File: src/sv/trmc_pkg.sv
// Shared constants, types and the control store for the timed revolution motor controller.
package trmc_pkg;

    // Default encoder counter width
    localparam int ENCODER_BITS_DEF = 16;

    // Field and register widths
    localparam int CFG_W   = 20;
    localparam int DUR_W   = 20;
    localparam int THR_W   = 10;
    localparam int DRV_W   = 8;
    localparam int GAIN_W  = 4;
    localparam int TPR_W   = 16;
    localparam int SEN_W   = 10;
    localparam int PROD_W  = DUR_W + TPR_W;
    localparam int OUT_W   = 56;
    localparam int IDX_W   = 3;

    // Item kinds
    localparam logic [1:0] OP_TICK   = 2'd0;
    localparam logic [1:0] OP_TOGGLE = 2'd1;
    localparam logic [1:0] OP_HOME   = 2'd2;
    localparam logic [1:0] OP_ABORT  = 2'd3;

    // Operating modes
    localparam logic [1:0] MODE_IDLE    = 2'd0;
    localparam logic [1:0] MODE_HOMING  = 2'd1;
    localparam logic [1:0] MODE_RUNNING = 2'd2;

    // Configuration register indexes
    localparam logic [IDX_W-1:0] REG_DURATION  = 3'd0;
    localparam logic [IDX_W-1:0] REG_THRESHOLD = 3'd1;
    localparam logic [IDX_W-1:0] REG_MIN_DRIVE = 3'd2;
    localparam logic [IDX_W-1:0] REG_GAIN      = 3'd3;
    localparam logic [IDX_W-1:0] REG_HOME_DRV  = 3'd4;
    localparam logic [IDX_W-1:0] REG_TICKS     = 3'd5;

    // Configuration reset values
    localparam logic [DUR_W-1:0]  DURATION_RST  = 20'd60000;
    localparam logic [THR_W-1:0]  THRESHOLD_RST = 10'd800;
    localparam logic [DRV_W-1:0]  MIN_DRIVE_RST = 8'd110;
    localparam logic [GAIN_W-1:0] GAIN_RST      = 4'd2;
    localparam logic [DRV_W-1:0]  HOME_DRV_RST  = 8'd130;
    localparam logic [TPR_W-1:0]  TICKS_RST     = 16'd703;

    localparam logic [DRV_W-1:0] DRIVE_MAX   = 8'd255;
    localparam logic [DUR_W-1:0] ELAPSED_MAX = 20'hFFFFF;

    // Micro-operations
    localparam int UOP_W = 4;
    localparam logic [UOP_W-1:0] UOP_FETCH  = 4'd0;
    localparam logic [UOP_W-1:0] UOP_DECODE = 4'd1;
    localparam logic [UOP_W-1:0] UOP_INC    = 4'd2;
    localparam logic [UOP_W-1:0] UOP_MUL    = 4'd3;
    localparam logic [UOP_W-1:0] UOP_DIV    = 4'd4;
    localparam logic [UOP_W-1:0] UOP_ERR    = 4'd5;
    localparam logic [UOP_W-1:0] UOP_DRIVE  = 4'd6;
    localparam logic [UOP_W-1:0] UOP_EVENT  = 4'd7;
    localparam logic [UOP_W-1:0] UOP_EMIT   = 4'd8;

    // Jump conditions
    localparam int COND_W = 3;
    localparam logic [COND_W-1:0] COND_NEVER       = 3'd0;
    localparam logic [COND_W-1:0] COND_ALWAYS      = 3'd1;
    localparam logic [COND_W-1:0] COND_NO_ITEM     = 3'd2;
    localparam logic [COND_W-1:0] COND_NOT_RUNTICK = 3'd3;
    localparam logic [COND_W-1:0] COND_DIV_MORE    = 3'd4;
    localparam logic [COND_W-1:0] COND_OUT_BUSY    = 3'd5;

    // Program addresses
    localparam int PC_W = 4;
    localparam logic [PC_W-1:0] STEP_FETCH  = 4'd0;
    localparam logic [PC_W-1:0] STEP_DECODE = 4'd1;
    localparam logic [PC_W-1:0] STEP_INC    = 4'd2;
    localparam logic [PC_W-1:0] STEP_MUL    = 4'd3;
    localparam logic [PC_W-1:0] STEP_DIV    = 4'd4;
    localparam logic [PC_W-1:0] STEP_ERR    = 4'd5;
    localparam logic [PC_W-1:0] STEP_DRIVE  = 4'd6;
    localparam logic [PC_W-1:0] STEP_EVENT  = 4'd7;
    localparam logic [PC_W-1:0] STEP_EMIT   = 4'd8;

    // Divider iteration count
    localparam int DIV_CNT_W = 4;
    localparam logic [DIV_CNT_W-1:0] DIV_LAST = 4'd15;

    // One control word
    typedef struct packed {
        logic [UOP_W-1:0]  uop;
        logic [COND_W-1:0] cond;
        logic [PC_W-1:0]   jump;
        logic              wrap;
    } ucode_t;

    // Datapath flags seen by the sequencer
    typedef struct packed {
        logic item_valid;
        logic run_tick;
        logic div_more;
        logic out_busy;
    } seq_status_t;

    // Control store: a taken condition jumps, otherwise the step advances or wraps to fetch.
    function automatic ucode_t ucode_rom(input logic [PC_W-1:0] pc);
        ucode_t w;
        unique case (pc)
            STEP_FETCH:  w = '{UOP_FETCH,  COND_NO_ITEM,     STEP_FETCH, 1'b0};
            STEP_DECODE: w = '{UOP_DECODE, COND_NOT_RUNTICK, STEP_EVENT, 1'b0};
            STEP_INC:    w = '{UOP_INC,    COND_NEVER,       STEP_FETCH, 1'b0};
            STEP_MUL:    w = '{UOP_MUL,    COND_NEVER,       STEP_FETCH, 1'b0};
            STEP_DIV:    w = '{UOP_DIV,    COND_DIV_MORE,    STEP_DIV,   1'b0};
            STEP_ERR:    w = '{UOP_ERR,    COND_NEVER,       STEP_FETCH, 1'b0};
            STEP_DRIVE:  w = '{UOP_DRIVE,  COND_ALWAYS,      STEP_EMIT,  1'b0};
            STEP_EVENT:  w = '{UOP_EVENT,  COND_NEVER,       STEP_FETCH, 1'b0};
            STEP_EMIT:   w = '{UOP_EMIT,   COND_OUT_BUSY,    STEP_EMIT,  1'b1};
            default:     w = '{UOP_DECODE, COND_NEVER,       STEP_FETCH, 1'b1};
        endcase
        return w;
    endfunction

endpackage

File: src/sv/trmc_seq.sv
// Microprogram sequencer: step counter, control store and conditional jumps.
module trmc_seq (
    input  logic                  clk,
    input  logic                  rst_n,
    input  trmc_pkg::seq_status_t status,
    output trmc_pkg::ucode_t      ctrl
);

    logic [trmc_pkg::PC_W-1:0] pc_reg;
    logic [trmc_pkg::PC_W-1:0] pc_next;
    logic                      taken;

    // Current control word
    assign ctrl = trmc_pkg::ucode_rom(pc_reg);

    // Jump condition
    always_comb
    begin
        unique case (ctrl.cond)
            trmc_pkg::COND_NEVER:       taken = 1'b0;
            trmc_pkg::COND_ALWAYS:      taken = 1'b1;
            trmc_pkg::COND_NO_ITEM:     taken = !status.item_valid;
            trmc_pkg::COND_NOT_RUNTICK: taken = !status.run_tick;
            trmc_pkg::COND_DIV_MORE:    taken = status.div_more;
            trmc_pkg::COND_OUT_BUSY:    taken = status.out_busy;
            default:                    taken = 1'b0;
        endcase
    end

    // Next step
    always_comb
    begin
        if (taken)
        begin
            pc_next = ctrl.jump;
        end
        else if (ctrl.wrap)
        begin
            pc_next = trmc_pkg::STEP_FETCH;
        end
        else
        begin
            pc_next = pc_reg + trmc_pkg::PC_W'(1);
        end
    end

    always_ff @(posedge clk or negedge rst_n)
    begin
        if (!rst_n)
        begin
            pc_reg <= trmc_pkg::STEP_FETCH;
        end
        else
        begin
            pc_reg <= pc_next;
        end
    end

endmodule

File: src/sv/timed_revolution_motor_controller_top.sv
// Top level: configuration, datapath and output register of the timed revolution controller.
// Steps: a running tick goes fetch, decode, increment, multiply, the 16-step restoring divider
// for the target, error and drive, then emit registers its result; any other item goes fetch,
// decode, event, emit. Input is taken only at fetch; a stalled output holds the emit step.
// Reset: rst_n is asynchronous, active low; it clears mode, calibration, elapsed time and
// the sequencer and loads every configuration register with its default.
module timed_revolution_motor_controller_top #(
    parameter int ENCODER_BITS = trmc_pkg::ENCODER_BITS_DEF,
    parameter int IN_W         = ((ENCODER_BITS + trmc_pkg::SEN_W + 7) / 8) * 8
) (
    input  logic                             clk,
    input  logic                             rst_n,
    // Configuration write port
    input  logic                             cfg_wr_en,
    input  logic [trmc_pkg::IDX_W-1:0]       cfg_index,
    input  logic [trmc_pkg::CFG_W-1:0]       cfg_wdata,
    // Input items
    input  logic                             s_tvalid,
    output logic                             s_tready,
    input  logic [IN_W-1:0]                  s_tdata,   // encoder_count, sensor_level
    input  logic [1:0]                       s_tuser,   // op
    // Result items
    output logic                             m_tvalid,
    input  logic                             m_tready,
    output logic [trmc_pkg::OUT_W-1:0]       m_tdata    // drive, mode, calibrated,
                                                        // encoder_clear, finished,
                                                        // target_ticks, remaining_ms
);

    localparam int CMP_W = ((ENCODER_BITS > trmc_pkg::TPR_W) ? ENCODER_BITS : trmc_pkg::TPR_W)
                           + 1;
    localparam logic [ENCODER_BITS-1:0] ENC_HALF = {1'b1, {(ENCODER_BITS - 1){1'b0}}};
    localparam int GAIN_PROD_W = trmc_pkg::TPR_W + trmc_pkg::GAIN_W;
    localparam int SUM_W       = GAIN_PROD_W + 1;

    // Configuration registers
    logic [trmc_pkg::DUR_W-1:0]  duration_reg;
    logic [trmc_pkg::THR_W-1:0]  threshold_reg;
    logic [trmc_pkg::DRV_W-1:0]  min_drive_reg;
    logic [trmc_pkg::GAIN_W-1:0] gain_reg;
    logic [trmc_pkg::DRV_W-1:0]  home_drive_reg;
    logic [trmc_pkg::TPR_W-1:0]  ticks_reg;

    // Control state
    logic [1:0]                  mode_reg, mode_next;
    logic                        home_reg, home_next;
    logic [trmc_pkg::DUR_W-1:0]  elapsed_reg, elapsed_next;
    logic [trmc_pkg::DIV_CNT_W-1:0] cnt_reg, cnt_next;
    logic                        m_tvalid_reg, m_tvalid_next;

    // Item and working registers
    logic [1:0]                  op_reg, op_next;
    logic [ENCODER_BITS-1:0]     enc_reg, enc_next;
    logic [trmc_pkg::SEN_W-1:0]  sen_reg, sen_next;
    logic [trmc_pkg::DUR_W-1:0]  div_rem_reg, div_rem_next;
    logic [trmc_pkg::TPR_W-1:0]  div_quo_reg, div_quo_next;
    logic [trmc_pkg::TPR_W-1:0]  err_reg, err_next;
    logic                        lag_reg, lag_next;

    // Result registers
    logic [trmc_pkg::DRV_W-1:0]  drive_reg, drive_next;
    logic                        clear_reg, clear_next;
    logic                        fin_reg, fin_next;
    logic [trmc_pkg::TPR_W-1:0]  tgt_reg, tgt_next;
    logic [trmc_pkg::DUR_W-1:0]  rem_ms_reg, rem_ms_next;
    logic [trmc_pkg::OUT_W-1:0]  out_data_reg, out_data_next;

    // Datapath terms
    logic [trmc_pkg::DUR_W-1:0]  t_min;
    logic [trmc_pkg::PROD_W-1:0] prod;
    logic [trmc_pkg::DUR_W:0]    shifted;
    logic [trmc_pkg::DUR_W:0]    sub;
    logic                        ge;
    logic [trmc_pkg::TPR_W-1:0]  target;
    logic [ENCODER_BITS-1:0]     pos;
    logic [CMP_W-1:0]            tgt_ext, pos_ext, diff;
    logic [GAIN_PROD_W-1:0]      gain_prod;
    logic [SUM_W-1:0]            drive_sum;
    logic [trmc_pkg::DRV_W-1:0]  drive_sat;

    trmc_pkg::ucode_t            ctrl;
    trmc_pkg::seq_status_t       status;

    // Sequencer
    assign status.item_valid = s_tvalid;
    assign status.run_tick   = (op_reg == trmc_pkg::OP_TICK)
                               && (mode_reg == trmc_pkg::MODE_RUNNING);
    assign status.div_more   = (cnt_reg != trmc_pkg::DIV_LAST);
    assign status.out_busy   = m_tvalid_reg && !m_tready;

    trmc_seq u_seq (
        .clk    (clk),
        .rst_n  (rst_n),
        .status (status),
        .ctrl   (ctrl)
    );

    assign s_tready = (ctrl.uop == trmc_pkg::UOP_FETCH);
    assign m_tvalid = m_tvalid_reg;
    assign m_tdata  = out_data_reg;

    // Target multiply and one restoring-division step
    assign t_min   = (elapsed_reg < duration_reg) ? elapsed_reg : duration_reg;
    assign prod    = trmc_pkg::PROD_W'(t_min) * trmc_pkg::PROD_W'(ticks_reg);
    assign shifted = {div_rem_reg, div_quo_reg[trmc_pkg::TPR_W-1]};
    assign sub     = shifted - {1'b0, duration_reg};
    assign ge      = (shifted >= {1'b0, duration_reg});
    assign target  = (duration_reg == '0) ? ticks_reg : div_quo_reg;

    // Folded encoder position and lag against the target
    assign pos     = (enc_reg > ENC_HALF) ? (~enc_reg + ENCODER_BITS'(1)) : enc_reg;
    assign tgt_ext = CMP_W'(target);
    assign pos_ext = CMP_W'(pos);
    assign diff    = tgt_ext - pos_ext;

    // Proportional drive with saturation
    assign gain_prod = GAIN_PROD_W'(gain_reg) * GAIN_PROD_W'(err_reg);
    assign drive_sum = {1'b0, gain_prod} + SUM_W'(min_drive_reg);
    assign drive_sat = (drive_sum > SUM_W'(trmc_pkg::DRIVE_MAX))
                       ? trmc_pkg::DRIVE_MAX : drive_sum[trmc_pkg::DRV_W-1:0];

    // Micro-operation execution
    always_comb
    begin
        mode_next     = mode_reg;
        home_next     = home_reg;
        elapsed_next  = elapsed_reg;
        cnt_next      = cnt_reg;
        op_next       = op_reg;
        enc_next      = enc_reg;
        sen_next      = sen_reg;
        div_rem_next  = div_rem_reg;
        div_quo_next  = div_quo_reg;
        err_next      = err_reg;
        lag_next      = lag_reg;
        drive_next    = drive_reg;
        clear_next    = clear_reg;
        fin_next      = fin_reg;
        tgt_next      = tgt_reg;
        rem_ms_next   = rem_ms_reg;
        out_data_next = out_data_reg;
        m_tvalid_next = m_tvalid_reg && !m_tready;

        unique case (ctrl.uop)
            trmc_pkg::UOP_FETCH:
            begin
                if (s_tvalid)
                begin
                    op_next  = s_tuser;
                    enc_next = s_tdata[ENCODER_BITS-1:0];
                    sen_next = s_tdata[ENCODER_BITS+trmc_pkg::SEN_W-1:ENCODER_BITS];
                end
            end
            trmc_pkg::UOP_DECODE:
            begin
            end
            trmc_pkg::UOP_INC:
            begin
                if (elapsed_reg != trmc_pkg::ELAPSED_MAX)
                begin
                    elapsed_next = elapsed_reg + trmc_pkg::DUR_W'(1);
                end
            end
            trmc_pkg::UOP_MUL:
            begin
                div_rem_next = prod[trmc_pkg::PROD_W-1:trmc_pkg::TPR_W];
                div_quo_next = prod[trmc_pkg::TPR_W-1:0];
                cnt_next     = '0;
            end
            trmc_pkg::UOP_DIV:
            begin
                div_rem_next = ge ? sub[trmc_pkg::DUR_W-1:0] : shifted[trmc_pkg::DUR_W-1:0];
                div_quo_next = {div_quo_reg[trmc_pkg::TPR_W-2:0], ge};
                cnt_next     = cnt_reg + trmc_pkg::DIV_CNT_W'(1);
            end
            trmc_pkg::UOP_ERR:
            begin
                tgt_next    = target;
                lag_next    = (tgt_ext > pos_ext);
                err_next    = diff[trmc_pkg::TPR_W-1:0];
                fin_next    = (elapsed_reg >= duration_reg);
                rem_ms_next = (elapsed_reg < duration_reg) ? (duration_reg - elapsed_reg) : '0;
            end
            trmc_pkg::UOP_DRIVE:
            begin
                clear_next = 1'b0;
                if (fin_reg)
                begin
                    drive_next = '0;
                    mode_next  = trmc_pkg::MODE_IDLE;
                end
                else
                begin
                    drive_next = lag_reg ? drive_sat : '0;
                end
            end
            trmc_pkg::UOP_EVENT:
            begin
                drive_next  = '0;
                clear_next  = 1'b0;
                fin_next    = 1'b0;
                tgt_next    = '0;
                rem_ms_next = '0;
                unique case (op_reg)
                    trmc_pkg::OP_TICK:
                    begin
                        // Running ticks take the long path, so only homing acts here.
                        if (mode_reg == trmc_pkg::MODE_HOMING)
                        begin
                            if (sen_reg > threshold_reg)
                            begin
                                clear_next = 1'b1;
                                home_next  = 1'b1;
                                mode_next  = trmc_pkg::MODE_IDLE;
                            end
                            else
                            begin
                                drive_next = home_drive_reg;
                            end
                        end
                    end
                    trmc_pkg::OP_TOGGLE:
                    begin
                        if (mode_reg == trmc_pkg::MODE_HOMING)
                        begin
                            drive_next = home_drive_reg;
                        end
                        else if (mode_reg == trmc_pkg::MODE_IDLE)
                        begin
                            elapsed_next = '0;
                            clear_next   = 1'b1;
                            mode_next    = trmc_pkg::MODE_RUNNING;
                            rem_ms_next  = duration_reg;
                        end
                        else
                        begin
                            mode_next = trmc_pkg::MODE_IDLE;
                        end
                    end
                    trmc_pkg::OP_HOME:
                    begin
                        mode_next  = trmc_pkg::MODE_HOMING;
                        home_next  = 1'b0;
                        drive_next = home_drive_reg;
                    end
                    trmc_pkg::OP_ABORT:
                    begin
                        mode_next = trmc_pkg::MODE_IDLE;
                    end
                    default:
                    begin
                        mode_next = trmc_pkg::MODE_IDLE;
                    end
                endcase
            end
            trmc_pkg::UOP_EMIT:
            begin
                if (!status.out_busy)
                begin
                    m_tvalid_next = 1'b1;
                    out_data_next = {7'd0, rem_ms_reg, tgt_reg, fin_reg, clear_reg,
                                     home_reg, mode_reg, drive_reg};
                end
            end
            default:
            begin
            end
        endcase
    end

    // Configuration and control state
    always_ff @(posedge clk or negedge rst_n)
    begin
        if (!rst_n)
        begin
            duration_reg   <= trmc_pkg::DURATION_RST;
            threshold_reg  <= trmc_pkg::THRESHOLD_RST;
            min_drive_reg  <= trmc_pkg::MIN_DRIVE_RST;
            gain_reg       <= trmc_pkg::GAIN_RST;
            home_drive_reg <= trmc_pkg::HOME_DRV_RST;
            ticks_reg      <= trmc_pkg::TICKS_RST;
            mode_reg       <= trmc_pkg::MODE_IDLE;
            home_reg       <= 1'b0;
            elapsed_reg    <= '0;
            cnt_reg        <= '0;
            m_tvalid_reg   <= 1'b0;
        end
        else
        begin
            mode_reg     <= mode_next;
            home_reg     <= home_next;
            elapsed_reg  <= elapsed_next;
            cnt_reg      <= cnt_next;
            m_tvalid_reg <= m_tvalid_next;
            if (cfg_wr_en)
            begin
                unique case (cfg_index)
                    trmc_pkg::REG_DURATION:  duration_reg   <= cfg_wdata[trmc_pkg::DUR_W-1:0];
                    trmc_pkg::REG_THRESHOLD: threshold_reg  <= cfg_wdata[trmc_pkg::THR_W-1:0];
                    trmc_pkg::REG_MIN_DRIVE: min_drive_reg  <= cfg_wdata[trmc_pkg::DRV_W-1:0];
                    trmc_pkg::REG_GAIN:      gain_reg       <= cfg_wdata[trmc_pkg::GAIN_W-1:0];
                    trmc_pkg::REG_HOME_DRV:  home_drive_reg <= cfg_wdata[trmc_pkg::DRV_W-1:0];
                    trmc_pkg::REG_TICKS:     ticks_reg      <= cfg_wdata[trmc_pkg::TPR_W-1:0];
                    default:
                    begin
                    end
                endcase
            end
        end
    end

    // Payload registers
    always_ff @(posedge clk)
    begin
        op_reg       <= op_next;
        enc_reg      <= enc_next;
        sen_reg      <= sen_next;
        div_rem_reg  <= div_rem_next;
        div_quo_reg  <= div_quo_next;
        err_reg      <= err_next;
        lag_reg      <= lag_next;
        drive_reg    <= drive_next;
        clear_reg    <= clear_next;
        fin_reg      <= fin_next;
        tgt_reg      <= tgt_next;
        rem_ms_reg   <= rem_ms_next;
        out_data_reg <= out_data_next;
    end

endmodule
File: config.mk
export PLATFORM = sky130hd
export DESIGN_NAME = timed_revolution_motor_controller_top
export DESIGN_NICKNAME = d
export VERILOG_FILES = /design/src/sv/trmc_pkg.sv /design/src/sv/trmc_seq.sv /design/src/sv/timed_revolution_motor_controller_top.sv
export SDC_FILE = /design/constraint.sdc
export NUM_CORES = 1
export LEC_CHECK = 0
export BUFFER_PORTS_ARGS = -buffer_cell sky130_fd_sc_hd__clkbuf_2
export CAP_MARGIN = 20
export CORE_UTILIZATION = 50
export CTS_BUF_LIST = sky130_fd_sc_hd__clkbuf_8 sky130_fd_sc_hd__clkbuf_16
export CTS_CLUSTER_SIZE = 28
export DETAILED_ROUTE_END_ITERATION = 8
export PLACE_DENSITY_LB_ADDON = 0.1
export SLEW_MARGIN = 10
export SYNTH_ARGS = -nofsm -noshare
export SYNTH_HDL_FRONTEND = slang
export SYNTH_HIERARCHICAL = 1
export SYNTH_SLANG_ARGS = --single-unit
File: constraint.sdc
create_clock -name clk -period 19.7 [get_ports clk]
set_input_delay 0.985 -clock clk [delete_from_list [all_inputs] [get_ports clk]]
set_output_delay 0.985 -clock clk [all_outputs]
set_load 0.05 [all_outputs]
==> results.cfg <==
[floorplanning]
die_h_um = 236
start_util_pct = 50.7
io_pins = 120
dieArea_um2 = 55500
die_width_um = 236
coreArea_um2 = 53800
rows = 85

[min_path]
min_path_type = flip-flop to flip-flop
hp-start = tgt_reg[15]

[finish]
n_antenna_cell = 0
layout_commonest_cell = inv_1
fillers = 4812
final_cells = 3507
drive_gt1_share_pct = 10.9
layout_common_cells = inv_1 (409), nand2_1 (353), fa_1 (288)
area_delta_synth_final_pct = 7.18
largest_reg_flops = 49
final_nets = 3365

[sta]
min_period_ns = 10.51
slew_headroom_pct = 24.9
worst_pin_slew_ns = 1.13
slew_violations = 0
setup_viol = 0
rsz0062_at_grt = no
worst_clock_skew_ns = 0.0197
fmax_ghz = 0.0952
fin_crit_sh_pct = 53.3
hold_violations = 0
fin_setup_tns_ns = 0

[cts]
cts.sink_count = 274
post-cts-setup-buffers = 0
htree_levels = 1
clk_path_buf_depth = 3
cts_made_buffers = 28
cts_resized = 0
cts-root-buf = clkbuf_16
hold_buffers = 0
cts_tree = done
clk_pin_slew_worst_paths_ns = 0.06
clk_latency_ns = 0.56

[grt]
grt.total_usage_pct = 24.6
grt_start_max_net_pins = 54
grt_pass1_wl_um = 108000
overflow = 0
antenna_found_initial = 1
grt_pass1_vias = 20200

[critical_path]
crit_fanout = 20
slowest_delay_ns = 0.78
end_kind = flip-flop
path_class = flip-flop to flip-flop
cp.required_ns = 19.99
start_kind = flip-flop
cp_top_family = adder cells
cp-startpoint = duration_reg[0]
crit_arrival_ns = 10.80
path_common_cell = fa_1
crit_slowest_cell = mux2i_4
cp.buffers_inverters = 5
worstReg2RegStart = duration_reg[0]

[yosys]
synth_cells = 2727
synth.avg_cell_area_um2 = 10.0
yosys_warnings = 6
synth_area_um2 = 27300

[run]
max_cap_viol_count = 0

[drt]
avgViaCountPerCell = 5.56
wl_um = 66900
first_pass_iters = 5
drtIter0Drc = 1116
num_vias = 19500
ant_nets = 0
drc = 0
avgRoutedWirePerCell_um = 19.1

[placed_design]
numPortBuffers = 106
gp_congestion = 0.902
dpl.hpwl_um = 50100
dp_cells = 3455

[outcome]
status = complete, no violations
-- routing by layer --
metal / vias up / global-route usage, % / routed length (um)
li1: 9136 / - / -
met1: 9743 / 34.5 / 30800
met2: 515 / 40.2 / 30800
met3: 98 / 3.47 / 3740
met4: 0 / 6.12 / 1470
met5: - / 0 / 0
-- worst paths after layout --
| path | end | slack, ns | depth (start not counted) |
|---|---|---|---|
| setup / recovery | div_rem_reg[19] | 9.19 | 34 |
| hold / removal | m_tdata[28] | 0.40 | 0 |
| setup reg to reg | div_rem_reg[19] | 9.19 | 34 |
| hold reg to reg | m_tdata[28] | 0.40 | 0 |
| max in group asynchronous | duration_reg[2] | 18.08 | 2 |
| min in group asynchronous | u_seq/pc_reg[3] | 0.43 | 1 |
-- final cells by class --
class / instances / area [um^2] / share of cell area, %
clock buffer: 32 / 767 / 2.62
clock inverter: 20 / 131 / 0.449
inverter: 402 / 1510 / 5.16
multi-input combinational: 1954 / 17500 / 59.8
sequential: 274 / 7770 / 26.6
tap: 696 / 871 / 2.98
timing repair buffer: 129 / 707 / 2.42
-- stage by stage --
stage | utilization, % | hold slack (ns) | setup WS [ns] | cell area, um^2
after floorplan | - | 0.400 | 11.07 | 27300
after global placement | 52.6 | 0.401 | 9.21 | 28300
after detailed placement | 52.7 | 0.405 | 9.18 | 28300
after CTS | 54.3 | 0.409 | 9.13 | 29200
after global routing | 54.3 | 0.416 | 8.64 | 29200
final | 54.3 | 0.405 | 9.19 | 29200
Power is left out: the tool's default activity adds up to more than one toggle a clock period on the data nets, which glitch-free logic cannot reach.
